--- src/rtl/core/gte_pkg.sv ---
// shared types and constants for the graph traversal engine
`timescale 1ns / 1ps
package gte_pkg;

  localparam int unsigned VTX_W = 6;
  localparam int unsigned ACT_W = 2;
  localparam int unsigned STS_W = 2;
  localparam int unsigned NV_W  = 7;

  typedef enum logic [ACT_W-1:0] {
    ACT_ADD     = 2'd0,
    ACT_BFS     = 2'd1,
    ACT_DFS_REC = 2'd2,
    ACT_DFS_STK = 2'd3
  } action_e;

  typedef enum logic [STS_W-1:0] {
    STS_VISIT    = 2'd0,
    STS_REJECT   = 2'd1,
    STS_OVERFLOW = 2'd2
  } status_e;

  typedef enum logic [4:0] {
    S_IDLE,
    S_CHECK,
    S_ADD_WR,
    S_B_POP,
    S_B_VTX,
    S_B_HEAD,
    S_B_EDGE,
    S_K_POP,
    S_K_VTX,
    S_K_HEAD,
    S_K_EDGE,
    S_R_LOAD,
    S_R_STEP,
    S_R_POP,
    S_R_EDGE,
    S_FIN
  } state_e;

  // vertex source for list reads and visited updates
  typedef enum logic [1:0] {
    VS_FROM,
    VS_WL,
    VS_TGT
  } vsel_e;

  typedef enum logic [1:0] {
    ES_HEAD,
    ES_NEXT,
    ES_TOP
  } esel_e;

  typedef enum logic [2:0] {
    RS_FROM,
    RS_WL,
    RS_TGT,
    RS_REJ,
    RS_OVF
  } rsel_e;

  typedef struct packed {
    logic    cap_in;
    logic    list_rd;
    vsel_e   list_sel;
    logic    add_wr;
    logic    vis_clr;
    logic    vis_set;
    vsel_e   vis_sel;
    logic    wl_init;
    logic    wl_pop_q;
    logic    wl_pop_s;
    logic    wl_push;
    logic    edge_rd;
    esel_e   edge_sel;
    logic    produce;
    rsel_e   res_sel;
    logic    finish;
    logic    depth_clr;
    logic    top_load;
    logic    top_adv;
    logic    fr_push;
    logic    fr_pop_rd;
    logic    fr_pop;
  } dp_cmd_t;

  typedef struct packed {
    action_e act;
    logic    bad_add;
    logic    bad_src;
    logic    full;
    logic    nonempty;
    logic    e_last;
    logic    vis_tgt;
    logic    vis_wl;
    logic    q_empty;
    logic    sp_zero;
    logic    wp_full;
    logic    top_null;
    logic    depth_one;
    logic    depth_max;
    logic    res_busy;
  } dp_sts_t;

endpackage

--- src/rtl/core/gte_ctrl.sv ---
// controller state machine sequencing edge loads and the three traversals
`timescale 1ns / 1ps
module gte_ctrl (
  input  logic              clk_i,
  input  logic              rst_ni,
  input  logic              start,
  output logic              busy,
  input  gte_pkg::dp_sts_t  sts_i,
  output gte_pkg::dp_cmd_t  cmd_o
);
  import gte_pkg::*;

  state_e state_q, state_d;

  always_ff @(posedge clk_i or negedge rst_ni) begin
    if (!rst_ni) begin
      state_q <= S_IDLE;
    end else begin
      state_q <= state_d;
    end
  end

  assign busy = (state_q != S_IDLE) || sts_i.res_busy;

  always_comb begin
    state_d = state_q;
    cmd_o   = '0;
    case (state_q)
      S_IDLE: begin
        if (start && !busy) begin
          cmd_o.cap_in = 1'b1;
          state_d      = S_CHECK;
        end
      end
      S_CHECK: begin
        if (sts_i.act == ACT_ADD) begin
          if (sts_i.bad_add || sts_i.full) begin
            cmd_o.produce = 1'b1;
            cmd_o.res_sel = RS_REJ;
            state_d       = S_FIN;
          end else begin
            cmd_o.list_rd  = 1'b1;
            cmd_o.list_sel = VS_FROM;
            state_d        = S_ADD_WR;
          end
        end else if (sts_i.bad_src) begin
          cmd_o.produce = 1'b1;
          cmd_o.res_sel = RS_REJ;
          state_d       = S_FIN;
        end else begin
          cmd_o.vis_clr = 1'b1;
          case (sts_i.act)
            ACT_BFS: begin
              cmd_o.vis_set = 1'b1;
              cmd_o.vis_sel = VS_FROM;
              cmd_o.wl_init = 1'b1;
              state_d       = S_B_POP;
            end
            ACT_DFS_REC: begin
              cmd_o.vis_set   = 1'b1;
              cmd_o.vis_sel   = VS_FROM;
              cmd_o.produce   = 1'b1;
              cmd_o.res_sel   = RS_FROM;
              cmd_o.list_rd   = 1'b1;
              cmd_o.list_sel  = VS_FROM;
              cmd_o.depth_clr = 1'b1;
              state_d         = S_R_LOAD;
            end
            default: begin
              cmd_o.wl_init = 1'b1;
              state_d       = S_K_POP;
            end
          endcase
        end
      end
      S_ADD_WR: begin
        cmd_o.add_wr = 1'b1;
        state_d      = S_IDLE;
      end
      S_B_POP: begin
        if (sts_i.q_empty) begin
          state_d = S_FIN;
        end else begin
          cmd_o.wl_pop_q = 1'b1;
          state_d        = S_B_VTX;
        end
      end
      S_B_VTX: begin
        cmd_o.produce  = 1'b1;
        cmd_o.res_sel  = RS_WL;
        cmd_o.list_rd  = 1'b1;
        cmd_o.list_sel = VS_WL;
        state_d        = S_B_HEAD;
      end
      S_B_HEAD: begin
        if (sts_i.nonempty) begin
          cmd_o.edge_rd  = 1'b1;
          cmd_o.edge_sel = ES_HEAD;
          state_d        = S_B_EDGE;
        end else begin
          state_d = S_B_POP;
        end
      end
      S_B_EDGE: begin
        if (!sts_i.vis_tgt && !sts_i.wp_full) begin
          cmd_o.vis_set = 1'b1;
          cmd_o.vis_sel = VS_TGT;
          cmd_o.wl_push = 1'b1;
        end
        if (sts_i.e_last) begin
          state_d = S_B_POP;
        end else begin
          cmd_o.edge_rd  = 1'b1;
          cmd_o.edge_sel = ES_NEXT;
        end
      end
      S_K_POP: begin
        if (sts_i.sp_zero) begin
          state_d = S_FIN;
        end else begin
          cmd_o.wl_pop_s = 1'b1;
          state_d        = S_K_VTX;
        end
      end
      S_K_VTX: begin
        if (!sts_i.vis_wl) begin
          cmd_o.produce = 1'b1;
          cmd_o.res_sel = RS_WL;
          cmd_o.vis_set = 1'b1;
          cmd_o.vis_sel = VS_WL;
        end
        cmd_o.list_rd  = 1'b1;
        cmd_o.list_sel = VS_WL;
        state_d        = S_K_HEAD;
      end
      S_K_HEAD: begin
        if (sts_i.nonempty) begin
          cmd_o.edge_rd  = 1'b1;
          cmd_o.edge_sel = ES_HEAD;
          state_d        = S_K_EDGE;
        end else begin
          state_d = S_K_POP;
        end
      end
      S_K_EDGE: begin
        if (!sts_i.vis_tgt && sts_i.wp_full) begin
          cmd_o.produce = 1'b1;
          cmd_o.res_sel = RS_OVF;
          state_d       = S_FIN;
        end else begin
          if (!sts_i.vis_tgt) begin
            cmd_o.wl_push = 1'b1;
          end
          if (sts_i.e_last) begin
            state_d = S_K_POP;
          end else begin
            cmd_o.edge_rd  = 1'b1;
            cmd_o.edge_sel = ES_NEXT;
          end
        end
      end
      S_R_LOAD: begin
        cmd_o.top_load = 1'b1;
        state_d        = S_R_STEP;
      end
      S_R_STEP: begin
        if (sts_i.top_null) begin
          if (sts_i.depth_one) begin
            state_d = S_FIN;
          end else begin
            cmd_o.fr_pop_rd = 1'b1;
            state_d         = S_R_POP;
          end
        end else begin
          cmd_o.edge_rd  = 1'b1;
          cmd_o.edge_sel = ES_TOP;
          state_d        = S_R_EDGE;
        end
      end
      S_R_POP: begin
        cmd_o.fr_pop = 1'b1;
        state_d      = S_R_STEP;
      end
      S_R_EDGE: begin
        cmd_o.top_adv = 1'b1;
        if (!sts_i.vis_tgt && !sts_i.depth_max) begin
          cmd_o.produce  = 1'b1;
          cmd_o.res_sel  = RS_TGT;
          cmd_o.vis_set  = 1'b1;
          cmd_o.vis_sel  = VS_TGT;
          cmd_o.fr_push  = 1'b1;
          cmd_o.list_rd  = 1'b1;
          cmd_o.list_sel = VS_TGT;
          state_d        = S_R_LOAD;
        end else begin
          state_d = S_R_STEP;
        end
      end
      S_FIN: begin
        cmd_o.finish = 1'b1;
        state_d      = S_IDLE;
      end
      default: state_d = S_IDLE;
    endcase
  end

endmodule

--- config.mk ---
export PLATFORM = sky130hd
export DESIGN_NAME = gte_ctrl
export DESIGN_NICKNAME = d
export VERILOG_FILES = /design/src/rtl/core/gte_pkg.sv /design/src/rtl/core/gte_ctrl.sv
export SDC_FILE = /design/constraint.sdc
export NUM_CORES = 1
export LEC_CHECK = 0
export BUFFER_PORTS_ARGS = -buffer_cell sky130_fd_sc_hd__clkbuf_2
export CORE_UTILIZATION = 40
export CTS_CLUSTER_SIZE = 24
export DETAILED_ROUTE_END_ITERATION = 8
export PLACE_DENSITY_LB_ADDON = 0.15
export SKIP_LAST_GASP = 1
export SYNTH_ARGS = -nofsm -noshare
export SYNTH_HDL_FRONTEND = slang
export SYNTH_SLANG_ARGS = --single-unit
export TNS_END_PERCENT = 5
--- constraint.sdc ---
create_clock -name clk_i -period 4.7 [get_ports clk_i]
set_input_delay 0.47 -clock clk_i [delete_from_list [all_inputs] [get_ports clk_i]]
set_output_delay 0.47 -clock clk_i [all_outputs]
set_load 0.01 [all_outputs]
Word-level counts from Yosys, hierarchy flattened
Index checks and enable logic that the tools add are counted.
{ "totals": {"out_inout_bits": 28, "latchBits": 0, "mem_count": 0, "reg_bits": 5, "romBits": 0, "ramBits": 0, "in_bits": 19, "word_cells": 105} }
{ "op_classes": {"n_mul": 0, "mux": 66, "n_reduce_logical": 18, "n_div": 0, "addsub": 0, "shifts": 0, "n_bitwise": 0, "eq_ne": 20, "magnitude_cmp": 0} }
{ "op_table": {"columns": ["operator", "count"], "rows": [
  ["$pmux 5 s13", 1],
  ["$mux 4", 12],
  ["$mux 3", 14],
  ["$eq 5x4->1 const B", 8],
  ["$mux 5", 7],
  ["$pmux 3 s4", 2],
  ["$mux 1", 23],
  ["$eq 5x3->1 const B", 4],
  ["$pmux 4 s5", 1],
  ["$eq 5x2->1 const B", 2],
  ["$pmux 3 s3", 1],
  ["$pmux 4 s2", 1],
  ["$reduce_or 2->1", 4],
  ["$mux 2", 3],
  ["$eq 5x1->1 const B", 1],
  ["$logic_not 5->1", 1],
  ["$reduce_bool 5->1", 1],
  ["$logic_and 1x1->1", 4],
  ["$logic_not 1->1", 4],
  ["$ne 2x2->1 const B", 2],
  ["$ne 3x3->1 const B", 1],
  ["$reduce_and 3->1", 1],
  ["$eq 2x1->1 const B", 1],
  ["$eq 2x2->1 const B", 1],
  ["other kinds (3)", 4]
]} }

Depth between registers and ports, before layout
Gate-level depths: netlist (run 1).
{ "logic_depth": {"word_depth": 6, "mapped_depth": 6, "depth_no_buf": 6} }

Worst setup path after synthesis (run 1)
No wires, ideal clock.
{ "synth_timing": {"path_type": "reg2out", "start": "register state_q[0]", "end": "output cmd_o[20] in the netlist's numbering", "path_buffers": 1, "slack_ns": 2.693, "arrival_ns": 1.537, "required_ns": 4.230, "stages_incl_launch_ff": 6, "path_cell_list": "dfrtp_1 -> buf_2 -> nand2b_1 -> nor4_2 -> or2_1 -> a211o_1"} }
{ "synth_lines": {"columns": ["item", "line_no", "text"], "rows": [
  ["start: declaration", "gte_ctrl.sv:13", "state_e state_q, state_d;"],
  ["start signal: assignment", "gte_ctrl.sv:19", "state_q <= state_d;"],
  ["end: declaration", "gte_ctrl.sv:9", "output gte_pkg::dp_cmd_t cmd_o"]
]} }

==> results.ini, run 1 <==
[cts]
postCtsSetupBuffers=0
cts_root_buffer=clkbuf_4
h-tree-depth=1
cts_resized=0
cts_hold_buf=0
clk_pin_slew_ns=0.04
cts_made_buffers=3
insertion_delay_ns=0.23
cts_tree=built
cts_sinks=4
cts_buffer_depth=2

[yosys]
synthXorXnorAreaFrac=0
netlist_instances=123
synth-edff-count=0
synth_top_cell_by_area=dfrtp_1
synthSimpleGateAreaFrac=0.430
synth_top_family_by_area=simple AND/OR/NAND/NOR gates
yosysSeqAreaShare=0.119
yosysMostFrequentCell=nor2_1
synth_compound_area_frac=0.312
synth-seq-cells=4
ys_types=45
synth.area.mux_share=0.0119
synth_area_um2=838
syn_nets=144
ys_async_sr_fraction=1.00
synth_common_cells=13 x nor2_1, 9 x nor3_1, 8 x nand2_1, 8 x o21ai_0
synth_top_area_share=0.119
synthTopCellsByArea=dfrtp_1 12%, nor2_1 5.8%, nor3_1 5.4%
synthAdderAreaFrac=0.0299
ys.warnings.count=0
synthFlopType=dfrtp_1
avgSynthCellArea_um2=6.82

[final_layout]
area_growth_pct=28.1
largest-register=state_q
reg.largest.list=state_q x4
largest_reg_flops=4
antennaDiodeCount=0
drive_gt1_frac=0.356
fin_nets=186

[detailed_routing]
drt_iter0_drc=47
vias=1084
vias_per_cell=5.71
drt_wl_total_mm=2.47
drt-pass1-iter-count=4
drc=0
ant_nets=0
post_drt_wl_per_cell_um=13.0

[critical_path]
slowest_stage=dfrtp_1
criticalPathCategory=register to output pin
crit_family=simple AND/OR/NAND/NOR gates
startpoint_type=register
critical_path_required_ns=4.23
slowest_delay_ns=0.65
cp.arrival_ns=2.24
r2r_setup_slack_ns=2.67
cp-end-kind=output pin
path_cells=nand2b_1, nor4_2, or2_1, a211o_1, clkbuf_2
crit_fanout=19
cp_num_buf_inv=1

[timing]
layout_min_cycle_time_ns=2.71
setup_slack_ns=1.99
finalCritPeriodShare=0.577
rsz0062_at_grt=no
setup_viol=0
max_slew.worst_pin.slew_ns=0.576
hold_viol=0
fin_tns_setup_ns=0
max_freq_ghz=0.369
slew_viol_final=0
slew_headroom=0.616
finClkSkew_ns=0.00384

[global_route]
overflow=0
grt_pass1_vias=874
grt_max_degree=20
grt_usage=0.229
grt_antenna_before_repair=0
grt_pass1_wl_mm=3.77

[floorplanning]
boundaryPins=47
die-area_mm2=0.00228
die_w_um=47.8
start_util=0.427
core-area_mm2=0.00196
floorplan.rows=16
die_h_um=47.8

[power]
p_per_area_mw_per_mm2=550
p_leak_uw=0.000526
max-vdd-ir-drop_v=0.000275

[placement]
place_ws_ns=2.25
gp_congestion=0.916
portBuffers=46
dpl.hpwl_mm=1.93

[run_status]
status=complete, no violations

[run]
max-cap-violations=0

[hold_path]
min_path_type=primary input to async pin

cells in the final DEF (no fill, tap or decap), drive strengths merged, types with 3 or more instances in the layout:
master	n
nand2b	8
a21oi	6
inv	8
nor3b	4
nor2b	4
or3	3
dfrtp	4
a211o	3
nand2	8
nor3	10
or2	3
o21ai	10
nor2	13
nor4	4
clkbuf	49
worst reg2reg max path, stage by stage, from the launching register on:
cell      delay, ns
dfrtp_1        0.65
nand2b_1       0.37
nor4_2         0.56
a221oi_1       0.15
a41oi_2        0.21
layer usage:
layer	wire length, um	share of wire	global-route usage
met4	34	0.014	0.0778
met2	1170	0.47	0.378
met5	0	0	0
met3	171	0.069	0.0340
met1	1100	0.44	0.302
report_power, final:
part / switching [uW] / leakage, uW / internal (uW)
Sequential: 71.9 / 0.0000489 / 52.7
Clock: 12.4 / 0.0000138 / 28.4
Combinational: 242 / 0.000463 / 183
path summary, 6_finish.rpt:
| path | start | to | cells after the start |
|---|---|---|---|
| setup / recovery | state_q[1]$_DFFE_PN0P_ | cmd_o[20] | 5 |
| hold / removal | rst_ni | state_q[1]$_DFFE_PN0P_ | 1 |
| setup reg to reg | state_q[1]$_DFFE_PN0P_ | state_q[0]$_DFFE_PN0P_ | 4 |
| hold reg to reg | state_q[3]$_DFFE_PN0P_ | state_q[3]$_DFFE_PN0P_ | 1 |
| max in group asynchronous | rst_ni | state_q[0]$_DFFE_PN0P_ | 1 |
| min in group clk_i | sts_i[9] | state_q[2]$_DFFE_PN0P_ | 3 |
kinds of logic (layout without fill, tap and decap cells):
| group | count (synthesis) | in the layout |
|---|---|---|
| buffers and inverters | 17 | 57 |
| AND/OR/NAND/NOR | 63 | 63 |
| flip-flops | 4 | 4 |
| adder cells (fa/ha/maj) | 2 | 2 |
| AO/OA/AOI/OAI | 36 | 36 |
| multiplexers | 1 | 1 |
per-stage QoR:
stage	instance area (um^2)	power [uW]	util	std cells	hold WS [ns]
finish	1070	591	0.547	190	0.0353
global route	1070	651	0.547	190	0.0333
CTS	1070	587	0.547	190	0.0335
detailed placement	1050	543	0.536	187	0.278
global placement	1050	550	0.536	187	0.277
floorplan	838	439	-	123	0.174
final cells by class:
type | count | area (um^2)
multi-input combinational | 102 | 657
tap | 27 | 33.8
clock buffer | 3 | 22.5
sequential | 4 | 100
timing repair buffer | 46 | 230
fill | 206 | 888
inverter | 8 | 30.0
No activity file was read; power rests on OpenSTA's default activity.
==> inputs of run 2 (changes only) <==
Settings changed: ABC_AREA from default to 1.
Clock period 4.7 ns to 2.8 ns, I/O delays scaled along.
==> run 2 against run 1 <==
Via count fell by 0.92%. Synthesized area shrank 6.0%. Register-to-register slack worse by 1.3 ns. Highest routed layer unchanged. Total power grew 53%. Largest power group unchanged. Flip-flop and latch count unchanged. Clock skew about the same. Synthesized cell count grew 15%. Sequential power rose by 21%. Combinational power rose by 61%. Cell count is 13% higher.
==> results.ini, run 2 <==
[run_status]
status=complete, no violations

[yosys]
synth_top_cell_by_area=nand2_1
ys_async_sr_fraction=1.00
synth-edff-count=0
netlist_instances=141
synth_common_cells=29 x nand2_1, 26 x nor2_1, 22 x inv_1
syn_nets=162
synthFlopType=dfrtp_1
synthTopCellsByArea=nand2_1 14%, dfrtp_1 13%, nor2_1 12%
synth_top_area_share=0.138
synth-seq-cells=4
yosysSeqAreaShare=0.127
yosysMostFrequentCell=nand2_1
ys_types=24
ys.warnings.count=0
synth_area_um2=788
avgSynthCellArea_um2=5.59

[final_layout]
final_cell_mix=46 x clkbuf_2, 29 x nand2_1, 26 x nor2_1
antennaDiodeCount=0
final_area_mm2=0.00107
fillers=182
drive_gt1_frac=0.374
largest_reg_flops=4
fin_nets=213
reg.largest.list=state_q x4
area_growth_pct=36.3
mostFrequentLayoutCell=clkbuf_2
largest-register=state_q

[cts]
cts_sinks=4
postCtsSetupBuffers=0
cts_made_buffers=3
cts_buffer_depth=2
cts_root_buffer=clkbuf_4
h-tree-depth=1
cts_tree=built
clk_pin_slew_ns=0.04
cts_resized=0
insertion_delay_ns=0.23

[timing]
rsz0062_at_grt=no
setup_viol=0
slew_viol_final=0
hold_ws_ns=0.350
hold_viol=0
finClkSkew_ns=0.00413
slew_headroom=0.808
max_slew.worst_pin.slew_ns=0.288
finalCritPeriodShare=0.681
fin_tns_setup_ns=0
max_freq_ghz=0.524
layout_min_cycle_time_ns=1.91

[critical_path]
cp.arrival_ns=1.63
critical_path_required_ns=2.52
timing.rr.start=state_q[3]$_DFFE_PN0P_
reg2reg_to=state_q[2]$_DFFE_PN0P_
crit_fanout=5
cp-end-kind=output pin
r2r_setup_slack_ns=1.35
criticalPathCategory=register to output pin
ff2ff_path_depth=8
startpoint_type=register

[floorplanning]
start_util=0.442
boundaryPins=47
die-area_mm2=0.00215
die_w_um=46.4
die_h_um=46.4
floorplan.rows=15
core-area_mm2=0.00178

[detailed_routing]
post_drt_wl_per_cell_um=10.7
drt_wl_total_mm=2.30
vias=1074
drt-pass1-iter-count=4
vias_per_cell=5.00
ant_nets=0
drt_iter0_drc=40
drc=0

[global_route]
overflow=0
grt_max_degree=7
grt_usage=0.219
grt_pass1_wl_mm=3.44
grt_pass1_vias=873
grt_antenna_before_repair=0

[hold_path]
whs_endpoint=state_q[1]$_DFFE_PN0P_
min_path_type=primary input to register
min_path_cells=3
min_from=sts_i[2]

[run]
max-cap-violations=0

[power]
combPwrFrac=0.755
p_per_area_mw_per_mm2=841
p_leak_uw=0.000718
p_int_uw=381
max-vdd-ir-drop_v=0.000451
pwr-share-seq=0.167
pwr-share-clk=0.077
swShare=0.579
switchingPower_uw=523
power_uw=904

[placement]
portBuffers=46
gp_congestion=0.916
dpl.hpwl_mm=1.94
placed_area_mm2=0.00104

[run 2: cell count changes after synthesis, moves of 5 or more]
cell      change
nor2_1       +13
nor3_1        -7
inv_1        +15
nand2b_1      -7
nand2_1      +21
nand2_2       +5
nor2_4        +6
nand3_1      +14
buf_2         -5
[run 2: power by group through the flow]
| stage | Sequential (uW) | Clock, uW | Combinational, uW |
|---|---|---|---|
| 2_1_floorplan | 144 | 0 | 483 |
| 3_3_place_gp | 148 | 0 | 669 |
| 3_5_place_dp | 152 | 0 | 672 |
| 4_1_cts | 151 | 70.2 | 678 |
| 5_1_grt | 157 | 73.4 | 761 |
| 6_report | 151 | 69.9 | 683 |
[run 2: metal layers]
| metal | vias to the layer above | share of wire | global-route usage |
|---|---|---|---|
| li1 | 546 | - | - |
| met3 | 4 | 0.052 | 0 |
| met2 | 50 | 0.48 | 0.386 |
| met4 | 0 | 0.0091 | 0.0706 |
| met5 | - | 0 | 0 |
| met1 | 474 | 0.45 | 0.286 |
[run 2: stage by stage]
step / setup WS [ns] / utilization / instances
floorplan: 1.22 / - / 141
global placement: 1.17 / 0.585 / 211
detailed placement: 1.09 / 0.585 / 211
CTS: 0.897 / 0.603 / 215
global route: 0.772 / 0.603 / 215
finish: 0.893 / 0.603 / 215
[run 2: repair_timing]
| item | in CTS | in global routing |
|---|---|---|
| endpoints found under the hold margin | 4 | 0 |
| endpoints found under the setup margin | 0 | 0 |
| hold buffers | 1 | 0 |
[run 2: worst max-delay path, stage by stage, from the launching register on]
cell	delay (ns)
dfrtp_1	0.43
inv_1	0.14
nand2_2	0.11
inv_2	0.13
nand2_4	0.08
nor2_4	0.10
nand2_1	0.06
inv_1	0.06
nor3_1	0.04
o21ai_0	0.08
clkbuf_2	0.15
[run 2: worst max path at each step]
stage,start,to,cells after the start
after floorplan,state_q[0]$_DFFE_PN0P_,cmd_o[25],5
after global placement,sts_i[14],cmd_o[25],11
after detailed placement,sts_i[14],cmd_o[25],11
after CTS,state_q[1]$_DFFE_PN0P_,cmd_o[25],10
after global routing,state_q[1]$_DFFE_PN0P_,cmd_o[25],10
final,state_q[1]$_DFFE_PN0P_,cmd_o[25],10
[run 2: layout make-up]
| class | instances | area [um^2] | share of cell area |
|---|---|---|---|
| Multi-Input combinational cell | 108 | 576 | 0.536 |
| Timing Repair Buffer | 47 | 240 | 0.224 |
| Inverter | 28 | 105 | 0.0978 |
| Sequential cell | 4 | 100 | 0.0931 |
| Tap cell | 25 | 31.3 | 0.0291 |
| Clock buffer | 3 | 22.5 | 0.0210 |
[run 2: cell families (layout without fill, tap and decap cells)]
group           Yosys count  in the layout  synth area share
flops                     4              4             0.127
buf+inv                  29             78             0.143
simple gates             91             91             0.584
compound gates           15             15             0.114
fa+ha+maj                 2              2            0.0317
==> inputs of run 3 (changes only) <==
Settings changed: ABC_AREA 1 to 0.
Clock period 2.8 ns to 1.9 ns, I/O delays scaled along.
==> run 3 against run 2 <==
The run now ends with setup timing left. Combinational power grew 110%. Register-to-register slack got worse by 1.2 ns. Clock-buffer cell count did not move. Via count grew 4.7%. Cell count decreased by 4.2%. Sequential power rose by 30%. Final area is 13% higher. Non-clock buffer count increased by 15. Critical path depth is 6 lower. Setup slack got worse by 0.93 ns. Clock skew fell by 0.0023 ns.
==> results.ini, run 3 (synthesis results as in run 1) <==
[run_status]
status=complete, but fails checks
violations=setup timing

[detailed_routing]
ant_nets=0
vias_per_cell=5.46
drc=0
drt_wl_total_mm=2.69
post_drt_wl_per_cell_um=13.1
drt_iter0_drc=22
vias=1125
drt-pass1-iter-count=4

[critical_path]
timing.rr.start=state_q[3]$_DFFE_PN0P_
cp-end-kind=output pin
ff2ff_path_depth=7
crit_fanout=8
critical_path_required_ns=1.71
criticalPathCategory=register to output pin
reg2reg_to=state_q[3]$_DFFE_PN0P_
startpoint_type=register
cp.arrival_ns=1.75
r2r_setup_slack_ns=0.14

[final_layout]
area_growth_pct=45.2
reg.largest.list=state_q x4
fin_nets=202
drive_gt1_frac=0.441
multiInputGateArea_um2=676
antennaDiodeCount=0
regArea_um2=103
largest_reg_flops=4
mostFrequentLayoutCell=clkbuf_2
largest-register=state_q
final_cell_mix=44 x clkbuf_2, 15 x buf_4, 13 x nor2_1
post-route-util=0.621
fillers=201

[cts]
insertion_delay_ns=0.24
cts_sinks=4
clk_pin_slew_ns=0.04
cts_buffer_depth=2
cts_tree=built
cts_root_buffer=clkbuf_4
cts_made_buffers=3
h-tree-depth=1

[placement]
gp_congestion=0.890
portBuffers=46
place_ws_ns=0.105
dpl.hpwl_mm=2.15

[power]
max-vdd-ir-drop_v=0.00109
p_per_area_mw_per_mm2=1420
p_leak_uw=0.000605

[run]
max-cap-violations=0

[global_route]
grt_max_degree=16
grt_antenna_before_repair=0
grt_pass1_wl_mm=4.06
grt_pass1_vias=917
grt_usage=0.250
overflow=0

[floorplanning]
die-area_mm2=0.00228
die_h_um=47.8
start_util=0.427
boundaryPins=47
core-area_mm2=0.00196
floorplan.rows=16
die_w_um=47.8

[timing]
max_slew.worst_pin.slew_ns=0.442
finClkSkew_ns=0.00185
hold_viol=0
hold_ws_ns=0.302
finalCritPeriodShare=1.02
slew_headroom=0.705
slew_viol_final=0
setup_viol=6
setup_slack_ns=-0.0364
layout_min_cycle_time_ns=1.94
rsz0062_at_grt=yes
max_freq_ghz=0.516

[hold_path]
min_path_type=primary input to async pin

run 3: layer usage:
metal  track usage  wire (um)  vias to the layer above
li1              -          -                      560
met1         0.324       1170                      508
met2         0.435       1360                       55
met3        0.0453        160                        2
met4        0.0444          4                        0
met5             0          0                        -
run 3: through the flow:
| stage | setup TNS [ns] | power (uW) | cell area, um^2 | std cells |
|---|---|---|---|---|
| finish | -0.144 | 1730 | 1220 | 206 |
| detailed placement | 0 | 1520 | 1130 | 198 |
| global route | -0.831 | 1880 | 1220 | 206 |
| CTS | -0.190 | 1700 | 1200 | 206 |
| floorplan | 0 | 1090 | 838 | 123 |
| global placement | 0 | 1520 | 1130 | 198 |
run 3: worst max path at each step:
stage / from / to / slack, ns / cells past startpoint
floorplan: state_q[0]$_DFFE_PN0P_ / cmd_o[20] / 0.17 / 5
global placement: state_q[3]$_DFFE_PN0P_ / cmd_o[8] / 0.13 / 4
detailed placement: state_q[3]$_DFFE_PN0P_ / cmd_o[7] / 0.11 / 4
CTS: state_q[2]$_DFFE_PN0P_ / cmd_o[7] / -0.06 / 4
global route: state_q[2]$_DFFE_PN0P_ / cmd_o[8] / -0.12 / 4
finish: state_q[2]$_DFFE_PN0P_ / cmd_o[8] / -0.04 / 4
run 3: where the power goes:
group | total, uW | switching (uW) | internal, uW
combinational | 1420 | 785 | 637
sequential | 197 | 60.2 | 137
clock | 106 | 35.5 | 70.7
run 3: worst max-delay path, cell delays in order, from the launching register on:
cell	delay, ns
dfrtp_2	0.44
or4b_4	0.56
or2_4	0.26
o21bai_1	0.11
buf_2	0.14
run 3: area by class of cell:
| class | instances | area share |
|---|---|---|
| repair buffers | 62 | 0.290 |
| well taps | 27 | 0.0277 |
| flip-flops and latches | 4 | 0.0843 |
| clock buffers | 3 | 0.0185 |
| inverters | 8 | 0.0247 |
| multi-input cells | 102 | 0.555 |
run 3: repair_timing:
item | CTS | global route
hold endpoints to repair | 4 | 0
buffers inserted | 4 | 0
setup endpoints to repair | 6 | 14
gates resized for setup | 3 | 6
hold buffers | 1 | 0
pin swaps | 1 | 0
